### src/sv/itrt_pkg.sv
// ----------------------------------------------------------------------------
// itrt_pkg: shared types and constants for integer to radix text
// Widths, character codes, divider status and digit stack control types.
// ----------------------------------------------------------------------------
package itrt_pkg;

   localparam int VALUE_WIDTH     = 32;
   localparam int REQ_TDATA_WIDTH = ((VALUE_WIDTH + 7) / 8) * 8;
   localparam int RADIX_WIDTH     = 6;
   localparam int CHAR_WIDTH      = 8;
   localparam int BIT_CNT_WIDTH   = $clog2(VALUE_WIDTH);
   localparam int STACK_IDX_WIDTH = $clog2(VALUE_WIDTH);
   localparam int STACK_CNT_WIDTH = $clog2(VALUE_WIDTH + 1);

   typedef logic [RADIX_WIDTH-1:0] digit_type;
   typedef logic [CHAR_WIDTH-1:0]  char_type;

   localparam digit_type RADIX_MIN   = 6'd2;
   localparam digit_type RADIX_MAX   = 6'd36;
   localparam digit_type RADIX_RESET = 6'd10;
   localparam digit_type DECIMAL_TOP = 6'd10;

   localparam char_type MINUS_CODE  = 8'h2D;
   localparam char_type ZERO_CODE   = 8'h30;
   localparam char_type LETTER_CODE = 8'h61;

   typedef struct packed {
      logic      done;       // one-cycle pulse: remainder and quotient are ready
      logic      more;       // quotient is nonzero, another digit follows
      digit_type remainder;
   } div_status_type;

   typedef struct packed {
      logic push;
      logic pop;
   } stack_ctrl_type;

   function automatic char_type digit_to_char(input digit_type digit);
      char_type code;
      if (digit < DECIMAL_TOP) begin
         code = ZERO_CODE + CHAR_WIDTH'(digit);
      end else begin
         code = LETTER_CODE + CHAR_WIDTH'(digit - DECIMAL_TOP);
      end
      return code;
   endfunction

endpackage

### src/sv/integer_to_radix_text_top.sv
// ----------------------------------------------------------------------------
// integer_to_radix_text_top: signed integer to ASCII text in radix 2..36
// Renders each request as its text, one character per response transaction.
// ----------------------------------------------------------------------------
// Usage:
//   req_*  : one transaction carries a signed two's complement value.
//   rsp_*  : one transaction per character, most significant digit first,
//            with a leading '-' for negative values; rsp_tlast marks the
//            final character. Zero yields the single character '0'.
//   csr_*  : writes the radix; values outside 2..36 are dropped and the
//            register keeps its old value. Write only while idle.
// Timing:
//   The bit-serial divider yields one quotient bit per cycle plus a handoff
//   for each digit. With rsp_tready high, a negative value has its '-'
//   registered in the cycle before its first digit.
//   One request is in flight at a time; the next is accepted once the last
//   character sits in the response register.
// Reset: radix returns to 10, the digit stack empties, all channels idle.
// Stall: a held rsp_tready freezes the response register and the emitter.
// ----------------------------------------------------------------------------
module integer_to_radix_text_top (
   input  logic                                   clock,
   input  logic                                   reset,
   // request channel
   input  logic                                   req_tvalid,
   output logic                                   req_tready,
   input  logic [itrt_pkg::REQ_TDATA_WIDTH-1:0]   req_tdata,   // [31:0] value
   // response channel
   output logic                                   rsp_tvalid,
   input  logic                                   rsp_tready,
   output logic [itrt_pkg::CHAR_WIDTH-1:0]        rsp_tdata,   // [7:0] character
   output logic                                   rsp_tlast,   // last character
   // radix register write channel
   input  logic                                   csr_valid,
   output logic                                   csr_ready,
   input  logic [itrt_pkg::RADIX_WIDTH-1:0]       csr_data     // [5:0] radix
);

   typedef enum logic [1:0] {
      S_IDLE,
      S_DIV,
      S_SIGN,
      S_EMIT
   } state_type;

   state_type                            state_ff;
   logic                                 negative_ff;
   itrt_pkg::digit_type                  radix_ff;
   logic                                 rsp_tvalid_ff;
   itrt_pkg::char_type                   rsp_tdata_ff;
   logic                                 rsp_tlast_ff;

   logic [itrt_pkg::VALUE_WIDTH-1:0]     raw_value;
   logic                                 raw_negative;
   logic [itrt_pkg::VALUE_WIDTH-1:0]     magnitude;
   logic                                 req_fire;
   logic                                 out_free;
   logic                                 start_next;
   logic                                 csr_fire;
   itrt_pkg::div_status_type             div_status;
   itrt_pkg::stack_ctrl_type             stack_ctrl;
   itrt_pkg::digit_type                  top_digit;
   logic [itrt_pkg::STACK_CNT_WIDTH-1:0] stack_count;
   logic                                 final_digit;

   // Two's complement magnitude; the most negative value maps to 2^(W-1)
   assign raw_value    = req_tdata[itrt_pkg::VALUE_WIDTH-1:0];
   assign raw_negative = raw_value[itrt_pkg::VALUE_WIDTH-1];
   assign magnitude    = raw_negative ? ('0 - raw_value) : raw_value;

   assign req_tready = (state_ff == S_IDLE);
   assign req_fire   = req_tvalid && req_tready;
   assign out_free   = !rsp_tvalid_ff || rsp_tready;
   assign csr_ready  = 1'b1;
   assign csr_fire   = csr_valid && csr_ready;

   // Keep dividing the quotient while it is nonzero
   assign start_next = (state_ff == S_DIV) && div_status.done && div_status.more;

   assign stack_ctrl.push = (state_ff == S_DIV) && div_status.done;
   assign stack_ctrl.pop  = (state_ff == S_EMIT) && out_free;
   assign final_digit     = (stack_count == itrt_pkg::STACK_CNT_WIDTH'(1));

   itrt_divider u_divider (
      .clock       (clock),
      .reset       (reset),
      .start_first (req_fire),
      .start_next  (start_next),
      .dividend    (magnitude),
      .radix       (radix_ff),
      .status      (div_status)
   );

   itrt_digit_stack u_stack (
      .clock      (clock),
      .reset      (reset),
      .ctrl       (stack_ctrl),
      .push_digit (div_status.remainder),
      .top_digit  (top_digit),
      .count      (stack_count)
   );

   // Radix register: drop writes outside the legal range
   always_ff @(posedge clock) begin
      if (reset) begin
         radix_ff <= itrt_pkg::RADIX_RESET;
      end else if (csr_fire && csr_data >= itrt_pkg::RADIX_MIN &&
                   csr_data <= itrt_pkg::RADIX_MAX) begin
         radix_ff <= csr_data;
      end
   end

   // Sequencer plus response register
   always_ff @(posedge clock) begin
      if (reset) begin
         state_ff      <= S_IDLE;
         negative_ff   <= 1'b0;
         rsp_tvalid_ff <= 1'b0;
         rsp_tlast_ff  <= 1'b0;
         rsp_tdata_ff  <= '0;
      end else begin
         if (rsp_tvalid_ff && rsp_tready) begin
            rsp_tvalid_ff <= 1'b0;
         end
         unique case (state_ff)
            S_IDLE: begin
               if (req_fire) begin
                  negative_ff <= raw_negative;
                  state_ff    <= S_DIV;
               end
            end
            S_DIV: begin
               if (div_status.done && !div_status.more) begin
                  state_ff <= S_SIGN;
               end
            end
            S_SIGN: begin
               if (!negative_ff) begin
                  state_ff <= S_EMIT;
               end else if (out_free) begin
                  rsp_tvalid_ff <= 1'b1;
                  rsp_tdata_ff  <= itrt_pkg::MINUS_CODE;
                  rsp_tlast_ff  <= 1'b0;
                  state_ff      <= S_EMIT;
               end
            end
            S_EMIT: begin
               if (out_free) begin
                  rsp_tvalid_ff <= 1'b1;
                  rsp_tdata_ff  <= itrt_pkg::digit_to_char(top_digit);
                  rsp_tlast_ff  <= final_digit;
                  if (final_digit) begin
                     state_ff <= S_IDLE;
                  end
               end
            end
            default: begin
               state_ff <= S_IDLE;
            end
         endcase
      end
   end

   assign rsp_tvalid = rsp_tvalid_ff;
   assign rsp_tdata  = rsp_tdata_ff;
   assign rsp_tlast  = rsp_tlast_ff;

   // ------------------------------------------------------------------------
   // Assertions
   // ------------------------------------------------------------------------
   a_radix_legal: assert property (@(posedge clock) disable iff (reset)
      radix_ff >= itrt_pkg::RADIX_MIN && radix_ff <= itrt_pkg::RADIX_MAX)
      else $error("radix register left its legal range");

   a_one_in_flight: assert property (@(posedge clock) disable iff (reset)
      req_fire |=> !req_tready)
      else $error("request accepted while a conversion is running");

   a_minus_not_last: assert property (@(posedge clock) disable iff (reset)
      (rsp_tvalid && rsp_tdata == itrt_pkg::MINUS_CODE) |-> !rsp_tlast)
      else $error("minus sign flagged as final character");

   a_done_in_div: assert property (@(posedge clock) disable iff (reset)
      div_status.done |-> state_ff == S_DIV)
      else $error("divider finished outside the divide phase");

   a_emit_nonempty: assert property (@(posedge clock) disable iff (reset)
      state_ff == S_EMIT |-> stack_count != '0)
      else $error("emitting from an empty digit stack");

endmodule

### src/sv/itrt_divider.sv
// ----------------------------------------------------------------------------
// itrt_divider: bit-serial restoring divider by the radix
// Shifts one quotient bit per cycle; keeps the quotient for the next digit.
// ----------------------------------------------------------------------------
module itrt_divider (
   input  logic                                 clock,
   input  logic                                 reset,
   input  logic                                 start_first,
   input  logic                                 start_next,
   input  logic [itrt_pkg::VALUE_WIDTH-1:0]     dividend,
   input  itrt_pkg::digit_type                  radix,
   output itrt_pkg::div_status_type             status
);

   localparam logic [itrt_pkg::BIT_CNT_WIDTH-1:0] LAST_STEP =
      itrt_pkg::BIT_CNT_WIDTH'(itrt_pkg::VALUE_WIDTH - 1);

   logic [itrt_pkg::VALUE_WIDTH-1:0]   quo_ff;
   itrt_pkg::digit_type                rem_ff;
   logic [itrt_pkg::BIT_CNT_WIDTH-1:0] cnt_ff;
   logic                               busy_ff;
   logic                               done_ff;
   logic                               more_ff;

   logic [itrt_pkg::RADIX_WIDTH:0]     trial;
   logic [itrt_pkg::RADIX_WIDTH:0]     diff;
   logic                               qbit;
   itrt_pkg::digit_type                rem_in;

   // One restoring step: bring down the next dividend bit, subtract if it fits
   assign trial  = {rem_ff, quo_ff[itrt_pkg::VALUE_WIDTH-1]};
   assign diff   = trial - {1'b0, radix};
   assign qbit   = (trial >= {1'b0, radix});
   assign rem_in = qbit ? diff[itrt_pkg::RADIX_WIDTH-1:0]
                        : trial[itrt_pkg::RADIX_WIDTH-1:0];

   always_ff @(posedge clock) begin
      if (reset) begin
         busy_ff <= 1'b0;
         done_ff <= 1'b0;
         more_ff <= 1'b0;
      end else begin
         done_ff <= 1'b0;
         if (start_first || start_next) begin
            busy_ff <= 1'b1;
            more_ff <= 1'b0;
         end else if (busy_ff) begin
            more_ff <= more_ff | qbit;
            if (cnt_ff == LAST_STEP) begin
               busy_ff <= 1'b0;
               done_ff <= 1'b1;
            end
         end
      end
   end

   always_ff @(posedge clock) begin
      if (start_first) begin
         quo_ff <= dividend;
         rem_ff <= '0;
         cnt_ff <= '0;
      end else if (start_next) begin
         rem_ff <= '0;
         cnt_ff <= '0;
      end else if (busy_ff) begin
         quo_ff <= {quo_ff[itrt_pkg::VALUE_WIDTH-2:0], qbit};
         rem_ff <= rem_in;
         cnt_ff <= cnt_ff + 1'b1;
      end
   end

   assign status.done      = done_ff;
   assign status.more      = more_ff;
   assign status.remainder = rem_ff;

endmodule

### src/sv/itrt_digit_stack.sv
// ----------------------------------------------------------------------------
// itrt_digit_stack: last-in first-out store of digits
// Digits arrive least significant first and leave most significant first.
// ----------------------------------------------------------------------------
module itrt_digit_stack (
   input  logic                                   clock,
   input  logic                                   reset,
   input  itrt_pkg::stack_ctrl_type               ctrl,
   input  itrt_pkg::digit_type                    push_digit,
   output itrt_pkg::digit_type                    top_digit,
   output logic [itrt_pkg::STACK_CNT_WIDTH-1:0]   count
);

   itrt_pkg::digit_type                  entries_ff [itrt_pkg::VALUE_WIDTH];
   logic [itrt_pkg::STACK_CNT_WIDTH-1:0] cnt_ff;
   logic [itrt_pkg::STACK_CNT_WIDTH-1:0] top_pos;

   assign top_pos = cnt_ff - 1'b1;

   always_ff @(posedge clock) begin
      if (reset) begin
         cnt_ff <= '0;
      end else if (ctrl.push) begin
         cnt_ff <= cnt_ff + 1'b1;
      end else if (ctrl.pop) begin
         cnt_ff <= cnt_ff - 1'b1;
      end
   end

   always_ff @(posedge clock) begin
      if (ctrl.push) begin
         entries_ff[cnt_ff[itrt_pkg::STACK_IDX_WIDTH-1:0]] <= push_digit;
      end
   end

   assign top_digit = entries_ff[top_pos[itrt_pkg::STACK_IDX_WIDTH-1:0]];
   assign count     = cnt_ff;

endmodule

### config.mk
export PLATFORM = sky130hd
export DESIGN_NAME = integer_to_radix_text_top
export DESIGN_NICKNAME = d
export VERILOG_FILES = /design/src/sv/itrt_pkg.sv /design/src/sv/integer_to_radix_text_top.sv /design/src/sv/itrt_divider.sv /design/src/sv/itrt_digit_stack.sv
export SDC_FILE = /design/constraint.sdc
export NUM_CORES = 1
export LEC_CHECK = 0
export BUFFER_PORTS_ARGS = -buffer_cell sky130_fd_sc_hd__buf_2
export CELL_PAD_IN_SITES_DETAIL_PLACEMENT = 0
export CELL_PAD_IN_SITES_GLOBAL_PLACEMENT = 1
export CORE_ASPECT_RATIO = 0.7
export CORE_UTILIZATION = 56
export DETAILED_ROUTE_END_ITERATION = 16
export PLACE_DENSITY = 0.91
export REMOVE_ABC_BUFFERS = 1
export SYNTH_ARGS = -nofsm -noshare
export SYNTH_HDL_FRONTEND = slang
export SYNTH_HIERARCHICAL = 1
export SYNTH_SLANG_ARGS = --single-unit
### constraint.sdc
create_clock -name clock -period 11.9 [get_ports clock]
set_input_delay 1.785 -clock clock [delete_from_list [all_inputs] [get_ports clock]]
set_output_delay 1.785 -clock clock [all_outputs]
set_load 0.005 [all_outputs]
==> results of run 1 <==
-- state kept, by name (all words and copies together) (netlist names), 2 cells and up --
signal	flops
u_stack/count	6
u_divider/rem_ff	6
u_divider/cnt_ff	5
state_ff	2
radix_ff	6
u_divider/quo_ff	32
rsp_tdata	8
u_stack/entries_ff	192
-- kinds of logic (layout without fill, tap and decap cells) --
| kind of cell | after synthesis | count (layout) |
|---|---|---|
| compound gates | 124 | 124 |
| xor+xnor | 44 | 44 |
| flops | 263 | 263 |
| simple gates | 195 | 195 |
| buf+inv | 69 | 137 |
| other cells | 1 | 1 |
| fa+ha+maj | 24 | 24 |
| mux | 106 | 106 |
-- per-stage QoR --
step,hold slack (ps),utilization [%],instances,power (uW),area (um2)
2_1_floorplan,442.2,-,785,2020,11980
3_3_place_gp,439.7,60.30,1126,2298,12680
3_5_place_dp,451.4,60.30,1126,2326,12680
4_1_cts,459.6,63.69,1170,3035,13390
5_1_grt,497.9,63.69,1170,3196,13390
6_report,457.0,63.69,1170,3026,13390
-- power groups by stage --
stage / sequential (uW) / combinational (uW) / clock (uW)
2_1_floorplan: 1280 / 736 / 0
3_3_place_gp: 1260 / 1040 / 0
3_5_place_dp: 1270 / 1060 / 0
4_1_cts: 1250 / 1070 / 722
5_1_grt: 1260 / 1170 / 763
6_report: 1250 / 1070 / 707
-- worst min-delay path, cell delays in order (launching register included) --
cell,delay [ps]
dfxtp_1,310
nand2_1,50
a21oi_1,50
-- layout make-up --
| type | count | share of cell area (%) |
|---|---|---|
| multi-input combinational | 494 | 32.59 |
| tap | 276 | 2.578 |
| clock inverter | 10 | 0.3923 |
| sequential | 263 | 56.08 |
| timing repair buffer | 65 | 2.653 |
| inverter | 28 | 0.7847 |
| clock buffer | 34 | 4.923 |
-- cell usage in the layout (no fill, tap or decap), types with 5 or more instances in the layout --
cell type  Yosys  routed
clkbuf_1      21       9
o21ai_0       26      26
or4_4          5       5
a211oi_1      13      13
xnor2_1       37      37
buf_2          7      53
o31ai_1        8       8
ha_1          23      22
nor4_1         9       9
and2_1         5       5
nand2b_1      12      12
nor2b_1       19      19
nor2_1        71      71
inv_1         28      28
mux4_2        48      48
a221oi_1       8       8
dfxtp_1       39      38
nor3_1         5       5
a21oi_1       24      24
mux2i_1       12      12
or2_2          5       5
clkbuf_16      0      25
buf_4          7      12
or4_1          5       5
nand2_1       28      28
edfxtp_1     224     224
mux2_2        46      46
xor2_1         6       6
nand4_1        5       5
-- metal layers --
layer	vias to the layer above	routed length [um]
met3	34	1762
met2	257	10650
met4	0	343
met5	-	0
met1	3630	12140
li1	3299	-
-- worst paths after layout --
kind / to / cells past startpoint
worst max-delay path: rsp_tdata[1]$_SDFFE_PP0P_ / 15
worst min-delay path: rsp_tlast$_SDFFE_PP0P_ / 2
worst max register to register: rsp_tdata[1]$_SDFFE_PP0P_ / 15
worst min register to register: rsp_tlast$_SDFFE_PP0P_ / 2
==> run_results.csv, run 1 <==
group,metric,value,unit
synth,yosys_most_used_dff,"edfxtp_1",
timing,setup_viol_count_final,0,
synth,synth_xor_area_share,3.224,%
worst_hold_path,hp-class,"reg -> reg",
clock_tree,cts_root_buf,"clkbuf_16",
synth,synth-simple-area-share,8.470,%
global_routing,grt_pass1_vias,7018,
critical_path,path_max_fanout,59,
power,clkPwrFrac,23.4,%
power,pwr-share-comb,35.4,%
power,ir_drop,0.1315,mV
detailed_routing,drc,0,
timing,fmax,0.1710,GHz
clock_tree,cts_tree,"built",
timing,max-slew-margin-rel,19.33,%
critical_path,cp-start-kind,"flip-flop",
timing,rsz0062_at_grt,"no",
synth,synthCells,826,
synth,syn_area_per_cell,14.75,um2
detailed_routing,routedWlPerCell,21.28,um
synth,synthAdderAreaFrac,2.526,%
timing,max_slew.worst_pin.slew,1208,ps
timing,setup_tns,0,ps
floorplanning,die_height,125.4,um
synth,synth_area_leaders,"edfxtp_1, mux4_2, dfxtp_1, mux2_2, xnor2_1",
global_routing,grt_use_total,23.18,%
synth,yosysMostFrequentCell,"edfxtp_1",
synth,ys_seq_area_share,61.60,%
floorplanning,die_w,178.3,um
detailed_routing,dr.pass1.iters,5,
clock_tree,clk_latency,520,ps
floorplanning,coreArea,21030,um2
synth,synth_top_family_by_area,"multiplexers",
detailed_routing,vias,7220,
power,leakage,0.004454,uW
clock_tree,cts_resized,0,
synth,yosysTopAreaCell,"edfxtp_1",
power,p_switching,999.6,uW
detailed_routing,routed_wl,24900,um
floorplanning,ios,55,
synth,ys_warn_count,6,
global_routing,grtUsageMet2,32.40,%
global_routing,grt_start_max_net_pins,60,
floorplanning,rows,44,
clock_tree,cts_buffer_depth,3,
final_layout,nets,943,
final_layout,drive_gt1_share,23.94,%
floorplanning,start_util,57.95,%
timing,fin_crit,5846,ps
detailed_routing,drt_iter0_markers,579,
clock_tree,htree_num_levels,1,
final_layout,area_growth,9.908,%
placement,pre_cts_ws,6116,ps
clock_tree,clk_pin_slew,60,ps
worst_hold_path,hold_start,"rsp_tlast$_SDFFE_PP0P_",
synth,synth_common_cells,"edfxtp_1, nor2_1, mux4_2",
critical_path,path_delay_family,"buffers and inverters",
critical_path,startpoint,"u_stack/count[0]$_SDFFE_PP0P_",
synth,synth_edf_count,224,
detailed_routing,viasPerCell,6.171,
power,powerDensity,225.9,nW/um2
timing,finClkSkew,13.11,ps
critical_path,r2r_setup_slack,6050,ps
synth,synth_mux_area_share,14.11,%
clock_tree,post-cts-setup-buffers,0,
global_routing,top_usage_layer,"met1",
critical_path,slowest_delay,880,ps
synth,synth_cell_types,75,
final_layout,regArea,7511,um2
critical_path,worstPathRequired,12280,ps
critical_path,arrival,6220,ps
power,power_frac_seq,41.2,%
final_layout,fill_cells,1520,
timing,hold_viol_final,0,
floorplanning,die_area,22370,um2
critical_path,criticalPathCategory,"reg -> reg",
placement,place_congestion,0.8855,
critical_path,crit_buf_inv,4,
clock_tree,cts_hold_buf,0,
critical_path,r2r_start,"u_stack/count[0]$_SDFFE_PP0P_",
global_routing,antenna_found_initial,1,
synth,synth_compound_area_share,7.444,%
clock_tree,clkSinkCount,263,
placement,numPortBuffers,53,
clock_tree,cts_buffers,24,
critical_path,cp-end-kind,"flip-flop",
global_routing,grtUsageMet1,38.13,%
timing,period_share,49.13,%
timing,maxSlewViolCount,0,
synth,ys_async_sr_fraction,0,%
detailed_routing,drtAntennaViolNets,0,
run,drv_cap,0,
timing,setup_ws,6054,ps
power,intPower,2026,uW
synth,synth-seq-cells,263,
critical_path,worstPathCellList,"buf_4 > inv_1 > ha_2 > buf_4 > mux4_2 > mux2_2 > a21oi_1 > nor4_1 > inv_1 > ha_1 > nand2b_1 > o31ai_1 > mux2_2 > a22oi_1 > nor2_1",
synth,synth_top_area_share,55.20,%
critical_path,cp_slowest_cell,"nor4_1",
final_layout,multi_input_area,4365,um2
placement,dp_hpwl,16510,um
global_routing,grt_first_pass_wirelength,39850,um
global_routing,grt-ovfl-total,0,
power,swShare,33.03,%
run_status,status,"finished clean",
final_layout,diodes,0,
global_routing,grt.met3_usage,3.558,%
synth,synth_area,12190,um2
No activity file was read; power rests on OpenSTA's default activity.
==> run 2: changes to the inputs <==
CORE_UTILIZATION = 52   (was 56)
PLACE_DENSITY = 0.86   (was 0.91)
clock period = 5.8 ns   (was 11.9 ns; I/O delays follow)
==> run_results.csv, run 2 (synthesis results as in run 1) <==
group,metric,value,unit
run_status,status,"finished clean",
floorplanning,die_w,185.0,um
clock_tree,cts_buffers,24,
critical_path,r2r_setup_slack,690,ps
global_routing,grt_first_pass_wirelength,40210,um
run,drv_cap,0,
detailed_routing,vias,7143,
timing,rsz0062_at_grt,"no",
timing,fin_crit,5109,ps
final_layout,area_growth,11.11,%
timing,fmax,0.1957,GHz
clock_tree,clk_latency,520,ps
critical_path,crit_path_end,"rsp_tdata[1]$_SDFFE_PP0P_",
critical_path,arrival,5490,ps
clock_tree,clkSinkCount,263,
power,p_switching,2067,uW
clock_tree,cts_resized,0,
worst_hold_path,hold_start,"rsp_tlast$_SDFFE_PP0P_",
floorplanning,die_area,24060,um2
global_routing,grt-ovfl-total,0,
clock_tree,cts_tree,"built",
critical_path,rr_endpoint,"rsp_tdata[1]$_SDFFE_PP0P_",
worst_hold_path,hp-class,"reg -> reg",
power,powerDensity,465.6,nW/um2
placement,placed_area,12790,um2
critical_path,reg2reg_depth,13,
timing,hold_viol_final,0,
clock_tree,cts_hold_buf,0,
placement,pre_cts_ws,736.0,ps
timing,max_slew.worst_pin.slew,1049,ps
clock_tree,cts_buffer_depth,3,
clock_tree,htree_num_levels,1,
floorplanning,coreArea,22790,um2
power,power_frac_seq,39.9,%
critical_path,r2r_start,"u_stack/count[1]$_SDFFE_PP0P_",
power,intPower,4238,uW
timing,maxSlewViolCount,0,
floorplanning,die_height,130.1,um
final_layout,finalInstanceArea,13540,um2
critical_path,cp-end-kind,"flip-flop",
detailed_routing,routed_wl,25580,um
final_layout,drive_gt1_share,25.06,%
power,swShare,32.79,%
timing,max-slew-margin-rel,29.43,%
power,clkPwrFrac,24.0,%
detailed_routing,viasPerCell,5.869,
final_layout,largest_reg_flops,192,
global_routing,grt_pass1_vias,6923,
critical_path,cp-start-kind,"flip-flop",
floorplanning,ios,55,
global_routing,grt_use_total,22.32,%
detailed_routing,drc,0,
detailed_routing,drt_iter0_markers,645,
power,pwr-share-comb,36.1,%
final_layout,final_common_cell,"edfxtp_1",
clock_tree,post-cts-setup-buffers,0,
critical_path,worstPathRequired,6180,ps
clock_tree,clk_pin_slew,60,ps
detailed_routing,dr.pass1.iters,5,
placement,dp_hpwl,17330,um
global_routing,antenna_found_initial,4,
critical_path,startpoint,"u_stack/count[1]$_SDFFE_PP0P_",
timing,setup_ws,690.9,ps
final_layout,nets,951,
detailed_routing,routedWlPerCell,21.02,um
placement,place_congestion,0.8348,
timing,finClkSkew,14.62,ps
global_routing,grt_start_max_net_pins,37,
critical_path,criticalPathCategory,"reg -> reg",
power,leakage,0.004526,uW
clock_tree,cts_root_buf,"clkbuf_16",
placement,numPortBuffers,53,
final_layout,most-common-layout-cells,"edfxtp_1, nor2_1, buf_2",
timing,hold_ws,467.9,ps
timing,setup_viol_count_final,0,
detailed_routing,drtAntennaViolNets,0,
power,ir_drop,0.2917,mV
floorplanning,rows,46,
timing,period_share,88.09,%
critical_path,path_max_fanout,24,
floorplanning,start_util,53.47,%
timing,setup_tns,0,ps
-- run 2: cell count changes in the layout (fill, tap and decap cells not counted), sizes merged --
cell / change
clkbuf: -2
clkinv: +3
clkinvlp: -2
bufinv: +1
buf: +8
diode: +3
-- run 2: how the worst min path moves through the flow --
stage | cells after the start | slack, ps | to
6_report | 2 | 470 | rsp_tlast$_SDFFE_PP0P_
5_1_grt | 2 | 490 | rsp_tlast$_SDFFE_PP0P_
4_1_cts | 2 | 470 | rsp_tlast$_SDFFE_PP0P_
2_1_floorplan | 2 | 440 | rsp_tlast$_SDFFE_PP0P_
3_5_place_dp | 2 | 450 | rsp_tlast$_SDFFE_PP0P_
3_3_place_gp | 2 | 440 | rsp_tlast$_SDFFE_PP0P_
-- run 2: worst max-delay path, stage by stage, from the launching register on --
cell and delay, ps:
dfxtp_1 580, inv_1 150, ha_2 810, mux4_2 320
nor2b_1 140, a221oi_1 100, nor4_1 940, inv_1 160
ha_1 380, nand2b_1 230, o31ai_1 540, mux2_2 400
a22oi_1 160, nor2_1 50
-- run 2: area by class of cell --
| type | count | area (um2) |
|---|---|---|
| antenna | 3 | 7.507 |
| clock buffer | 32 | 661.9 |
| clock inverter | 12 | 83.83 |
| fill | 1746 | 9251 |
| inverter | 28 | 105.1 |
| multi-input combinational | 494 | 4365 |
| sequential | 263 | 7511 |
| tap | 312 | 390.4 |
| timing repair buffer | 73 | 415.4 |
-- run 2: power groups by stage --
stage	sequential [uW]	combinational [uW]	clock [uW]
global placement	2550	2230	0
detailed placement	2560	2260	0
CTS	2520	2270	1540
global route	2530	2500	1620
finish	2520	2270	1510
floorplan	2630	1510	0
-- run 2: through the flow --
step,cells,utilization (%),total power (uW)
final,1217,59.41,6305
after global routing,1217,59.41,6652
after CTS,1214,59.38,6334
after detailed placement,1170,56.10,4821
after global placement,1170,56.10,4778
after floorplan,785,-,4144
-- run 2: layer usage --
metal	vias up	routed length, um	GRT usage [%]
met5	-	13	0
met4	2	365	3.889
met3	32	1975	4.270
met2	226	10590	31.23
met1	3569	12630	36.25
li1	3314	-	-
==> run 3: changes to the inputs <==
CORE_UTILIZATION = 47   (was 52)
PLACE_DENSITY = 0.82   (was 0.86)
clock period = 4.25 ns   (was 5.8 ns; I/O delays follow)
==> run_results.csv, run 3 (synthesis results as in run 1) <==
group,metric,value,unit
timing,rsz0062_at_grt,"no",
detailed_routing,routedWlPerCell,20.95,um
floorplanning,die_height,136.7,um
timing,setup_viol_count_final,0,
final_layout,nets,957,
critical_path,cp-start-kind,"flip-flop",
timing,fin_crit,3860,ps
detailed_routing,vias,7166,
floorplanning,rows,48,
detailed_routing,routed_wl,25840,um
timing,period_share,90.83,%
power,powerDensity,637.4,nW/um2
floorplanning,start_util,48.66,%
global_routing,grt-ovfl-total,0,
timing,finClkSkew,11.05,ps
placement,placed_area,12880,um2
timing,fmax,0.2590,GHz
global_routing,grt_use_total,20.15,%
detailed_routing,dr.pass1.iters,5,
detailed_routing,drc,0,
floorplanning,coreArea,25040,um2
detailed_routing,drt_iter0_markers,675,
timing,max-slew-margin-rel,46.00,%
clock_tree,cts_buffers,25,
final_layout,final_common_cell,"edfxtp_1",
clock_tree,cts_hold_buf,0,
power,clkPwrFrac,23.0,%
floorplanning,ios,55,
placement,place_congestion,0.8794,
worst_hold_path,hp-class,"in -> reg",
critical_path,path_max_fanout,24,
worst_hold_path,hold_start,"csr_data[3]",
clock_tree,clkSinkCount,263,
final_layout,finalInstanceArea,13640,um2
critical_path,arrival,4270,ps
detailed_routing,viasPerCell,5.812,
clock_tree,cts_buffer_depth,3,
placement,dp_hpwl,17620,um
global_routing,grt_pass1_vias,6865,
global_routing,antenna_found_initial,0,
critical_path,criticalPathCategory,"reg -> reg",
floorplanning,die_area,26590,um2
clock_tree,cts_root_buf,"clkbuf_16",
timing,hold_viol_final,0,
clock_tree,htree_num_levels,1,
power,power_frac_seq,39.7,%
critical_path,cp-end-kind,"flip-flop",
critical_path,r2r_start,"u_stack/count[0]$_SDFFE_PP0P_",
run,drv_cap,0,
critical_path,worstPathRequired,4660,ps
final_layout,largest_reg_flops,192,
power,pwr-share-comb,37.3,%
final_layout,drive_gt1_share,25.58,%
timing,maxSlewViolCount,0,
final_layout,most-common-layout-cells,"edfxtp_1, nor2_1, buf_2",
power,leakage,0.004563,uW
timing,max_slew.worst_pin.slew,808.9,ps
global_routing,grt_start_max_net_pins,59,
power,p_switching,2870,uW
critical_path,startpoint,"u_stack/count[0]$_SDFFE_PP0P_",
floorplanning,die_w,194.5,um
global_routing,grt_first_pass_wirelength,40780,um
detailed_routing,drtAntennaViolNets,0,
power,swShare,33.01,%
clock_tree,clk_pin_slew,60,ps
run_status,status,"finished clean",
placement,numPortBuffers,53,
power,ir_drop,0.3242,mV
clock_tree,clk_latency,510,ps
clock_tree,cts_tree,"built",
power,intPower,5825,uW
power,total_power,8695,uW
final_layout,fin_util,54.47,%
final_layout,area_growth,11.94,%
[run 3: stage by stage]
stage                     std cells  hold WS [ps]  TNS (ps)  setup WS [ps]
after floorplan                 785         442.2    -20480          -2783
after global placement         1188         441.2         0          180.0
after detailed placement       1188         447.3         0          63.91
after CTS                      1232         341.1         0          39.15
after global routing           1232         371.9         0          113.4
final                          1233         360.5         0          389.6
[run 3: final cells by class]
| class | instances | area [um2] |
|---|---|---|
| well taps | 325 | 406.6 |
| fillers | 2037 | 11400 |
| inverters | 28 | 105.1 |
| multi-input cells | 494 | 4402 |
| clock inverters | 9 | 41.29 |
| repair buffers | 78 | 490.5 |
| clock buffers | 35 | 683.2 |
| flip-flops and latches | 263 | 7511 |
| diodes | 1 | 2.502 |
[run 3: worst max-delay path, stage by stage, from the launching register on]
cell and delay [ps]:
dfxtp_4 360, inv_1 90, ha_2 490, buf_12 220, buf_4 190, mux4_2 200, mux2_2 190, a21oi_1 50
nor4_1 330, buf_4 250, inv_1 140, ha_1 280, o31a_1 210, a2111oi_0 390, o21ai_0 130, a32o_1 210
[run 3: timing repair]
item / CTS / global route
resized for setup: 0 / 4
setup buffers: 0 / 0
setup endpoints to repair: 0 / 4
[run 3: final timing paths]
check / end / cells past startpoint / slack (ps)
worst max-delay path: rsp_tdata[4]$_SDFFE_PP0P_ / 15 / 390
worst min-delay path: radix_ff[3]$_SDFFE_PP1P_ / 3 / 360
worst max register to register: rsp_tdata[4]$_SDFFE_PP0P_ / 15 / 390
worst min register to register: rsp_tlast$_SDFFE_PP0P_ / 2 / 450
[run 3: layer usage]
| layer | global-route usage, % | wire length (um) |
|---|---|---|
| met1 | 34.08 | 13940 |
| met2 | 27.14 | 10090 |
| met3 | 2.834 | 1466 |
| met4 | 3.395 | 338 |
| met5 | 0 | 0 |
[run 3: power by group through the flow]
| stage | logic [uW] | clock network (uW) | registers [uW] |
|---|---|---|---|
| final | 3240 | 2000 | 3450 |
| after global routing | 3540 | 2140 | 3490 |
| after CTS | 3170 | 2050 | 3460 |
| after detailed placement | 3150 | 0 | 3510 |
| after global placement | 3140 | 0 | 3500 |
| after floorplan | 2060 | 0 | 3590 |
